===== src/design/mspid_pkg.sv =====
// ----------------------------------------------------------------------------
// mspid_pkg
// Types and constants shared by the motor speed PID controller modules.
// ----------------------------------------------------------------------------
`default_nettype none

package mspid_pkg;

   // Count jump beyond which a step against the commanded direction is a wrap.
   localparam int WRAP_JUMP = 16000;

   // Limits of the 15-bit signed measured speed.
   localparam int SPEED_MAX = 16383;
   localparam int SPEED_MIN = -16384;

   // Result word layout.
   localparam int RSP_DATA_W = 40;
   localparam int RSP_FIELD_W = 33;

   // Register file.
   localparam int CSR_ADDR_W = 5;
   localparam int CSR_DATA_W = 32;
   localparam int GAIN_W = 16;
   localparam logic [GAIN_W-1:0] MAX_PWM_RESET = 16'hFFFF;

   localparam logic [2:0] REG_KP_GAIN   = 3'd0;
   localparam logic [2:0] REG_KI_GAIN   = 3'd1;
   localparam logic [2:0] REG_KD_GAIN   = 3'd2;
   localparam logic [2:0] REG_MAX_PWM   = 3'd3;
   localparam logic [2:0] REG_DEADBAND  = 3'd4;

   typedef struct packed {
      logic [GAIN_W-1:0] kp_gain;
      logic [GAIN_W-1:0] ki_gain;
      logic [GAIN_W-1:0] kd_gain;
      logic [GAIN_W-1:0] max_pwm;
      logic [GAIN_W-1:0] deadband;
   } cfg_type;

   typedef struct packed {
      logic advance;   // the word in the input register moves to the result register
      logic clear;     // that word is a controller reset
   } step_ctl_type;

endpackage

`default_nettype wire


===== src/design/mspid_csr.sv =====
// ----------------------------------------------------------------------------
// mspid_csr
// Configuration register file behind a simple APB-style port.
// ----------------------------------------------------------------------------
`default_nettype none

module mspid_csr (
   input  wire logic                                    clock,
   input  wire logic                                    reset,
   input  wire logic                                    csr_psel,
   input  wire logic                                    csr_penable,
   input  wire logic                                    csr_pwrite,
   input  wire logic [mspid_pkg::CSR_ADDR_W-1:0]        csr_paddr,
   input  wire logic [mspid_pkg::CSR_DATA_W-1:0]        csr_pwdata,
   output logic      [mspid_pkg::CSR_DATA_W-1:0]        csr_prdata,
   output mspid_pkg::cfg_type                           cfg
);

   mspid_pkg::cfg_type cfg_ff;
   logic [2:0]         reg_index;
   logic               wr_en;
   logic [mspid_pkg::GAIN_W-1:0] wr_value;
   logic [mspid_pkg::GAIN_W-1:0] rd_value;

   assign reg_index = csr_paddr[4:2];
   assign wr_en     = csr_psel && csr_penable && csr_pwrite;
   assign wr_value  = csr_pwdata[mspid_pkg::GAIN_W-1:0];

   always_ff @(posedge clock) begin
      if (reset) begin
         cfg_ff.kp_gain   <= '0;
         cfg_ff.ki_gain   <= '0;
         cfg_ff.kd_gain   <= '0;
         cfg_ff.max_pwm   <= mspid_pkg::MAX_PWM_RESET;
         cfg_ff.deadband  <= '0;
      end else if (wr_en) begin
         case (reg_index)
            mspid_pkg::REG_KP_GAIN:   cfg_ff.kp_gain   <= wr_value;
            mspid_pkg::REG_KI_GAIN:   cfg_ff.ki_gain   <= wr_value;
            mspid_pkg::REG_KD_GAIN:   cfg_ff.kd_gain   <= wr_value;
            mspid_pkg::REG_MAX_PWM:   cfg_ff.max_pwm   <= wr_value;
            mspid_pkg::REG_DEADBAND:  cfg_ff.deadband  <= wr_value;
            default: ;
         endcase
      end
   end

   always_comb begin
      case (reg_index)
         mspid_pkg::REG_KP_GAIN:   rd_value = cfg_ff.kp_gain;
         mspid_pkg::REG_KI_GAIN:   rd_value = cfg_ff.ki_gain;
         mspid_pkg::REG_KD_GAIN:   rd_value = cfg_ff.kd_gain;
         mspid_pkg::REG_MAX_PWM:   rd_value = cfg_ff.max_pwm;
         mspid_pkg::REG_DEADBAND:  rd_value = cfg_ff.deadband;
         default:                  rd_value = '0;
      endcase
   end

   assign csr_prdata = {{(mspid_pkg::CSR_DATA_W-mspid_pkg::GAIN_W){1'b0}}, rd_value};
   assign cfg        = cfg_ff;

endmodule

`default_nettype wire


===== src/design/mspid_speed.sv =====
// ----------------------------------------------------------------------------
// mspid_speed
// Measured speed from the encoder count delta, with wrap-around correction.
// ----------------------------------------------------------------------------
`default_nettype none

module mspid_speed #(
   parameter int COUNT_BITS = 14
) (
   input  wire logic                    clock,
   input  wire logic                    reset,
   input  mspid_pkg::step_ctl_type      ctl,
   input  wire logic [COUNT_BITS-1:0]   count_sample,
   input  wire logic                    reverse,
   output logic signed [14:0]           speed,
   output logic signed [14:0]           last_speed
);

   // Wide enough for the jump constant and for a reverse wrap of twice the modulus.
   localparam int SW = ((COUNT_BITS > 14) ? COUNT_BITS : 14) + 3;

   logic [COUNT_BITS-1:0] last_count_ff;
   logic signed [14:0]    last_speed_ff;
   logic signed [SW-1:0]  cur_s;
   logic signed [SW-1:0]  prev_s;
   logic signed [SW-1:0]  up;
   logic signed [SW-1:0]  dn;
   logic signed [SW-1:0]  modulus;
   logic signed [SW-1:0]  jump;
   logic signed [SW-1:0]  raw;
   logic signed [SW-1:0]  smax;
   logic signed [SW-1:0]  smin;

   assign cur_s   = $signed({{(SW-COUNT_BITS){1'b0}}, count_sample});
   assign prev_s  = $signed({{(SW-COUNT_BITS){1'b0}}, last_count_ff});
   assign up      = cur_s - prev_s;
   assign dn      = prev_s - cur_s;
   assign modulus = $signed({{(SW-1){1'b0}}, 1'b1} << COUNT_BITS);
   assign jump    = $signed(SW'(mspid_pkg::WRAP_JUMP));
   assign smax    = $signed(SW'(mspid_pkg::SPEED_MAX));
   assign smin    = $signed(SW'(mspid_pkg::SPEED_MIN));

   always_comb begin
      if (!reverse && (dn > jump)) begin
         raw = modulus + up;
      end else if (reverse && (up > jump)) begin
         raw = cur_s - modulus - prev_s;
      end else begin
         raw = up;
      end

      if (raw > smax) begin
         speed = smax[14:0];
      end else if (raw < smin) begin
         speed = smin[14:0];
      end else begin
         speed = raw[14:0];
      end
   end

   always_ff @(posedge clock) begin
      if (reset || (ctl.advance && ctl.clear)) begin
         last_count_ff <= '0;
         last_speed_ff <= '0;
      end else if (ctl.advance) begin
         last_count_ff <= count_sample;
         last_speed_ff <= speed;
      end
   end

   assign last_speed = last_speed_ff;

endmodule

`default_nettype wire


===== src/design/mspid_law.sv =====
// ----------------------------------------------------------------------------
// mspid_law
// PID control law with a clamped integrator, output clamp and deadband.
// ----------------------------------------------------------------------------
`default_nettype none

module mspid_law (
   input  wire logic                 clock,
   input  wire logic                 reset,
   input  mspid_pkg::step_ctl_type   ctl,
   input  mspid_pkg::cfg_type        cfg,
   input  wire logic signed [23:0]   target_speed,
   input  wire logic signed [14:0]   speed,
   input  wire logic signed [14:0]   last_speed,
   output logic [15:0]               duty,
   output logic                      brake
);

   localparam logic signed [41:0] ZERO = '0;

   logic signed [39:0] integrator_ff;
   logic signed [24:0] err;
   logic signed [16:0] kp_s;
   logic signed [16:0] ki_s;
   logic signed [16:0] kd_s;
   logic signed [41:0] prop_prod;
   logic signed [41:0] inc_prod;
   logic signed [41:0] prop;
   logic signed [41:0] inc;
   logic signed [41:0] integ_sum;
   logic signed [41:0] integ_new;
   logic signed [41:0] maxq;
   logic signed [41:0] lim_hi;
   logic signed [41:0] lim_lo;
   logic signed [15:0] dspeed;
   logic signed [32:0] deriv;
   logic signed [41:0] sum;
   logic signed [41:0] sum_cl;
   logic [15:0]        duty_raw;

   // Error in Q.8 pulses: target minus measured speed scaled by 256.
   assign err  = $signed({target_speed[23], target_speed})
               - $signed({{2{speed[14]}}, speed, 8'b0});
   assign kp_s = $signed({1'b0, cfg.kp_gain});
   assign ki_s = $signed({1'b0, cfg.ki_gain});
   assign kd_s = $signed({1'b0, cfg.kd_gain});

   assign prop_prod = kp_s * err;
   assign inc_prod  = ki_s * err;
   // Arithmetic shift gives division by 256 rounded towards minus infinity.
   assign prop      = prop_prod >>> 8;
   assign inc       = inc_prod >>> 8;

   assign integ_sum = $signed({{2{integrator_ff[39]}}, integrator_ff}) + inc;
   assign maxq      = $signed({18'b0, cfg.max_pwm, 8'b0});
   assign lim_hi    = (maxq > prop) ? (maxq - prop) : ZERO;
   assign lim_lo    = (prop > ZERO) ? -prop : ZERO;

   always_comb begin
      if (integ_sum > lim_hi) begin
         integ_new = lim_hi;
      end else if (integ_sum < lim_lo) begin
         integ_new = lim_lo;
      end else begin
         integ_new = integ_sum;
      end
   end

   assign dspeed = $signed({speed[14], speed}) - $signed({last_speed[14], last_speed});
   assign deriv  = kd_s * dspeed;
   assign sum    = prop + $signed({{9{deriv[32]}}, deriv}) + integ_new;

   always_comb begin
      if (sum > maxq) begin
         sum_cl = maxq;
      end else if (sum < ZERO) begin
         sum_cl = ZERO;
      end else begin
         sum_cl = sum;
      end
      duty_raw = sum_cl[23:8];
      if (ctl.clear || (duty_raw < cfg.deadband)) begin
         duty = '0;
      end else begin
         duty = duty_raw;
      end
   end

   assign brake = (duty == '0);

   always_ff @(posedge clock) begin
      if (reset || (ctl.advance && ctl.clear)) begin
         integrator_ff <= '0;
      end else if (ctl.advance) begin
         integrator_ff <= integ_new[39:0];
      end
   end

endmodule

`default_nettype wire


===== src/design/motor_speed_pid.sv =====
// A word accepted at a clock edge is held in the input register and moves to the
// result register, raising rsp_tvalid, when that register is empty or being read.
// Throughput: one word per cycle unless the result side stalls; the whole
// control law for a tick is one combinational pass between the two registers.
// Reset clears both valid flags, the controller state and the registers
// (max_pwm to 65535, all others to zero).
// ----------------------------------------------------------------------------
// motor_speed_pid
// Speed PID controller for a brushed motor with a quadrature encoder.
// ----------------------------------------------------------------------------
`default_nettype none

module motor_speed_pid #(
   parameter int COUNT_BITS = 14,
   localparam int ReqDataW = ((COUNT_BITS + 25 + 7) / 8) * 8
) (
   input  wire logic                                clock,
   input  wire logic                                reset,
   // Input word.
   input  wire logic                                req_tvalid,
   output logic                                     req_tready,
   // count_sample, reverse, target_speed
   input  wire logic [ReqDataW-1:0]                 req_tdata,
   // op
   input  wire logic                                req_tuser,
   // Result word.
   output logic                                     rsp_tvalid,
   input  wire logic                                rsp_tready,
   // duty, drive_reverse, brake, measured_speed
   output logic [mspid_pkg::RSP_DATA_W-1:0]         rsp_tdata,
   // Configuration port.
   input  wire logic                                csr_psel,
   input  wire logic                                csr_penable,
   input  wire logic                                csr_pwrite,
   input  wire logic [mspid_pkg::CSR_ADDR_W-1:0]    csr_paddr,
   input  wire logic [mspid_pkg::CSR_DATA_W-1:0]    csr_pwdata,
   output logic      [mspid_pkg::CSR_DATA_W-1:0]    csr_prdata,
   output logic                                     csr_pready
);

   mspid_pkg::cfg_type      cfg;
   mspid_pkg::step_ctl_type ctl;

   logic                    in_valid_ff;
   logic                    in_op_ff;
   logic [COUNT_BITS-1:0]   in_count_ff;
   logic                    in_rev_ff;
   logic signed [23:0]      in_target_ff;

   logic                    out_valid_ff;
   logic [15:0]             out_duty_ff;
   logic                    out_rev_ff;
   logic                    out_brake_ff;
   logic signed [14:0]      out_speed_ff;

   logic                    advance;
   logic signed [14:0]      speed;
   logic signed [14:0]      last_speed;
   logic [15:0]             duty;
   logic                    brake;

   assign advance    = in_valid_ff && (!out_valid_ff || rsp_tready);
   assign req_tready = !in_valid_ff || advance;
   assign ctl.advance = advance;
   assign ctl.clear   = in_op_ff;

   always_ff @(posedge clock) begin
      if (reset) begin
         in_valid_ff <= 1'b0;
      end else if (req_tready) begin
         in_valid_ff <= req_tvalid;
      end
   end

   always_ff @(posedge clock) begin
      if (req_tvalid && req_tready) begin
         in_op_ff     <= req_tuser;
         in_count_ff  <= req_tdata[COUNT_BITS-1:0];
         in_rev_ff    <= req_tdata[COUNT_BITS];
         in_target_ff <= $signed(req_tdata[COUNT_BITS+24:COUNT_BITS+1]);
      end
   end

   mspid_csr u_csr (
      .clock       (clock),
      .reset       (reset),
      .csr_psel    (csr_psel),
      .csr_penable (csr_penable),
      .csr_pwrite  (csr_pwrite),
      .csr_paddr   (csr_paddr),
      .csr_pwdata  (csr_pwdata),
      .csr_prdata  (csr_prdata),
      .cfg         (cfg)
   );

   mspid_speed #(
      .COUNT_BITS (COUNT_BITS)
   ) u_speed (
      .clock        (clock),
      .reset        (reset),
      .ctl          (ctl),
      .count_sample (in_count_ff),
      .reverse      (in_rev_ff),
      .speed        (speed),
      .last_speed   (last_speed)
   );

   mspid_law u_law (
      .clock        (clock),
      .reset        (reset),
      .ctl          (ctl),
      .cfg          (cfg),
      .target_speed (in_target_ff),
      .speed        (speed),
      .last_speed   (last_speed),
      .duty         (duty),
      .brake        (brake)
   );

   always_ff @(posedge clock) begin
      if (reset) begin
         out_valid_ff <= 1'b0;
      end else if (advance) begin
         out_valid_ff <= 1'b1;
      end else if (rsp_tready) begin
         out_valid_ff <= 1'b0;
      end
   end

   always_ff @(posedge clock) begin
      if (advance) begin
         out_duty_ff  <= duty;
         out_brake_ff <= brake;
         out_rev_ff   <= in_op_ff ? 1'b0 : in_rev_ff;
         out_speed_ff <= in_op_ff ? 15'sd0 : speed;
      end
   end

   assign rsp_tvalid = out_valid_ff;
   assign rsp_tdata  = {{(mspid_pkg::RSP_DATA_W-mspid_pkg::RSP_FIELD_W){1'b0}},
                        out_speed_ff, out_brake_ff, out_rev_ff, out_duty_ff};
   assign csr_pready = 1'b1;

endmodule

`default_nettype wire


===== config.mk =====
export PLATFORM = sky130hd
export DESIGN_NAME = motor_speed_pid
export DESIGN_NICKNAME = d
export VERILOG_FILES = /design/src/design/mspid_pkg.sv /design/src/design/mspid_csr.sv /design/src/design/mspid_speed.sv /design/src/design/mspid_law.sv /design/src/design/motor_speed_pid.sv
export SDC_FILE = /design/constraint.sdc
export NUM_CORES = 2
export LEC_CHECK = 0
export ABC_CLOCK_PERIOD_IN_PS = 27700
export BUFFER_PORTS_ARGS = -buffer_cell sky130_fd_sc_hd__buf_2
export CORE_ASPECT_RATIO = 1.75
export CORE_MARGIN = 3
export CORE_UTILIZATION = 40
export DETAILED_ROUTE_END_ITERATION = 10
export GPL_TIMING_DRIVEN = 0
export SYNTH_ARGS = -nofsm -noshare
export SYNTH_HDL_FRONTEND = slang
export SYNTH_SLANG_ARGS = --single-unit

===== constraint.sdc =====
create_clock -name clock -period 27.7 [get_ports clock]
set_input_delay 2.77 -clock clock [delete_from_list [all_inputs] [get_ports clock]]
set_output_delay 2.77 -clock clock [all_outputs]
set_load 0.02 [all_outputs]

==> flow_summary.json <==
{
  "failed_checks": "max-capacitance violations, max-slew violations",
  "hold_violations": 0,
  "cp-startpoint": "in_count_ff[0]",
  "rr_worst_depth": 120,
  "hold_class": "reg -> reg",
  "gp_congestion": 1.06,
  "synthArstFlopShare": 0,
  "initial_core_util": 0.404,
  "grt_pass1_vias": 58200,
  "drtPass1Iterations": 6,
  "numCtsBuffers": 29,
  "cts-hold-fix-buffers": 0,
  "outcome": "finished with violations",
  "syn-cell-area_um2": 62600,
  "finalNonFillerCells": 9923,
  "critPathLaunchType": "flop",
  "irDropWorstVdd_v": 0.000179,
  "clockRootBuffer": "clkbuf_16",
  "worst_clock_skew_ns": 0.0642,
  "syn_area_per_cell_um2": 8.30,
  "numPortBuffers": 115,
  "cp_max_fo": 10,
  "final_cell_mix": "1488 x inv_1, 1020 x fa_1, 941 x nand2_1",
  "synth.distinct_cells": 101,
  "clkLatencyLatePin_ns": 0.65,
  "crit_top_cell": "fa_1",
  "critPathCaptureType": "flop",
  "clockBufferDepth": 3,
  "post-route-util": 0.457,
  "period_share": 0.987,
  "tritoncts": "done",
  "grt_max_degree": 43,
  "path_clk_slew_ns": 0.06,
  "synth-edff-count": 73,
  "yosys_most_used_dff": "dfxtp_1",
  "setup_viol": 0,
  "worst_slew_pin_slew_ns": 1.58,
  "drc": 0,
  "ys_seq_area_frac": 0.0833,
  "viasPerCell": 5.61,
  "synth_cells": 7547,
  "dieArea_um2": 162000,
  "grt_usage": 0.336,
  "via_count": 55700,
  "slowest_stage": "o311ai_1",
  "crit_required_ns": 28.08,
  "fmaxAchievable_mhz": 36.6,
  "cts_sinks": 224,
  "max-cap-violations": 5,
  "r2r_start": "in_count_ff[0]",
  "die_y_um": 529,
  "dp_hpwl_um": 231000,
  "die_w_um": 305,
  "maxSlewHeadroom": -0.0508,
  "layout.nets": 9627,
  "maxSlewViolCount": 38,
  "htreeDepth": 1,
  "ys.warnings.count": 0,
  "grt-ovfl-total": 0,
  "cpPeakStageDelay_ns": 0.85,
  "dp.cells": 9739,
  "final_common_cell": "inv_1",
  "drtAntennaViolNets": 0,
  "grt_pass1_wl_um": 390000,
  "critical_path_class": "reg -> reg",
  "nFillCells": 15400,
  "p_leak_nw": 34.7,
  "cp_data_arrival_time_ns": 27.73,
  "crit_path_end": "out_duty_ff[7]",
  "grt_antenna_before_repair": 24,
  "timing.rr.end": "out_duty_ff[7]",
  "drt-wirelength-per-cell_um": 27.5,
  "r2r_slack_ns": 0.36,
  "num_io_pins": 160,
  "fin_crit_ns": 27.34,
  "drt_first_iter_violations": 4327,
  "area.growth.synth_to_final_pct": 13.2,
  "core_um2": 155000,
  "p_per_area_nw_per_um2": 107,
  "num_rows": 191,
  "drt-total-wl_um": 273000,
  "ys_ff_latch": 224,
  "rsz0062_at_grt": "yes",
  "drive_above_1_share": 0.108
}
## how the worst min path moves through the flow
stage                           startpoint                     end  slack [ns]  cells after the start
floorplan           u_speed.last_speed[10]  u_speed.last_speed[10]        0.43                      2
global placement     u_speed.last_speed[3]   u_speed.last_speed[3]        0.44                      2
detailed placement  u_speed.last_speed[10]  u_speed.last_speed[10]        0.45                      2
CTS                 u_speed.last_speed[10]  u_speed.last_speed[10]        0.46                      2
global route         u_speed.last_speed[9]   u_speed.last_speed[9]        0.48                      2
finish              u_speed.last_speed[10]  u_speed.last_speed[10]        0.46                      2
## critical path, delay by kind of cell (launching register included)
kind                       cells  cell delay (ns)
adders and majority gates     21             8.44
AOI/OAI and AO/OA             39             6.87
and+or+nand+nor               30             6.84
buffers and inverters         24             3.24
muxes                          3             0.88
xor gates and xnor gates       3             0.41
DFF                            1             0.38
## through the flow
step	total power [mW]	area, µm²	setup TNS, ns	hold WS [ns]	setup WS [ns]
detailed placement	6.12	66300	-123.60	0.448	-7.44
floorplan	4.04	62700	0	0.425	0.207
global placement	6.03	65800	-167.49	0.440	-10.01
global route	8.11	70900	-8.43	0.483	-0.554
finish	7.59	70900	0	0.460	0.358
CTS	7.15	69600	0	0.462	0.00950
## repair_timing
action,CTS,global route
pin swaps,95,107
resized for setup,429,215
setup endpoints to repair,17,17
cloned,0,4
setup buffers,66,63
endpoints found under the hold margin,0,0
## report_power, final
group | switching (mW) | internal (mW)
Combinational | 4.25 | 2.48
Clock | 0.178 | 0.241
Sequential | 0.0295 | 0.413
Total | 4.46 | 3.13
## synth_stat cells, drive strengths merged, types with 32 or more instances
cell type | instances | area, µm²
inv | 1505 | 5650
fa | 1036 | 20700
nand2 | 951 | 3570
ha | 644 | 8060
and2 | 415 | 2600
clkbuf | 351 | 1320
a21oi | 322 | 1610
nor2 | 290 | 1090
o21ai | 219 | 1100
dfxtp | 151 | 3020
xnor2 | 148 | 1300
nand3 | 105 | 526
a21o | 104 | 781
nor3 | 91 | 455
nand2b | 88 | 551
nor2b | 87 | 544
edfxtp | 73 | 2190
o21a | 72 | 541
and3 | 62 | 388
buf | 62 | 370
xor2 | 62 | 543
nor4 | 57 | 400
nand4 | 52 | 325
a31oi | 48 | 300
mux2i | 41 | 410
o211ai | 33 | 253
or2 | 33 | 206
a21boi | 32 | 240
a22oi | 32 | 240
## state kept, by name, summed over array words and instances (netlist names), 14 cells and up
signal                 cells
u_csr.cfg                 80
u_law.integrator_ff       40
in_target_ff              24
out_duty_ff               16
out_speed_ff              15
u_speed.last_speed        15
in_count_ff               14
u_speed.last_count_ff     14
## per-layer routing
| layer | track usage | vias to the layer above | wire length, µm |
|---|---|---|---|
| li1 | - | 24500 | - |
| met1 | 0.322 | 27900 | 86000 |
| met2 | 0.595 | 2319 | 136000 |
| met3 | 0.0483 | 994 | 14900 |
| met4 | 0.354 | 8 | 36500 |
| met5 | 0 | - | 59 |
## logic make-up (layout without fill, tap and decap cells)
group / after synthesis / after routing / share of synthesized area
fa+ha+maj: 1685 / 1685 / 0.461
flops: 224 / 224 / 0.0833
simple gates: 2338 / 2338 / 0.184
mux: 46 / 46 / 0.00745
other cells: 2 / 37 / 0.000120
xor+xnor: 212 / 212 / 0.0302
compound gates: 1120 / 1120 / 0.117
buf+inv: 1920 / 2235 / 0.117
## final cells by class
class                   instances  area (µm²)  area share
multi-input cells            5425       52500       0.740
inverters                    1507        5670      0.0800
clock buffers                  35         779      0.0110
well taps                    2026        2530      0.0357
clock inverters                18         238     0.00335
flip-flops and latches        224        5220      0.0735
diodes                         13        32.5    0.000459
repair buffers                277        1920      0.0271
plain buffers                 398        2050      0.0290
Note: power is estimated with default switching activity, not from simulation.
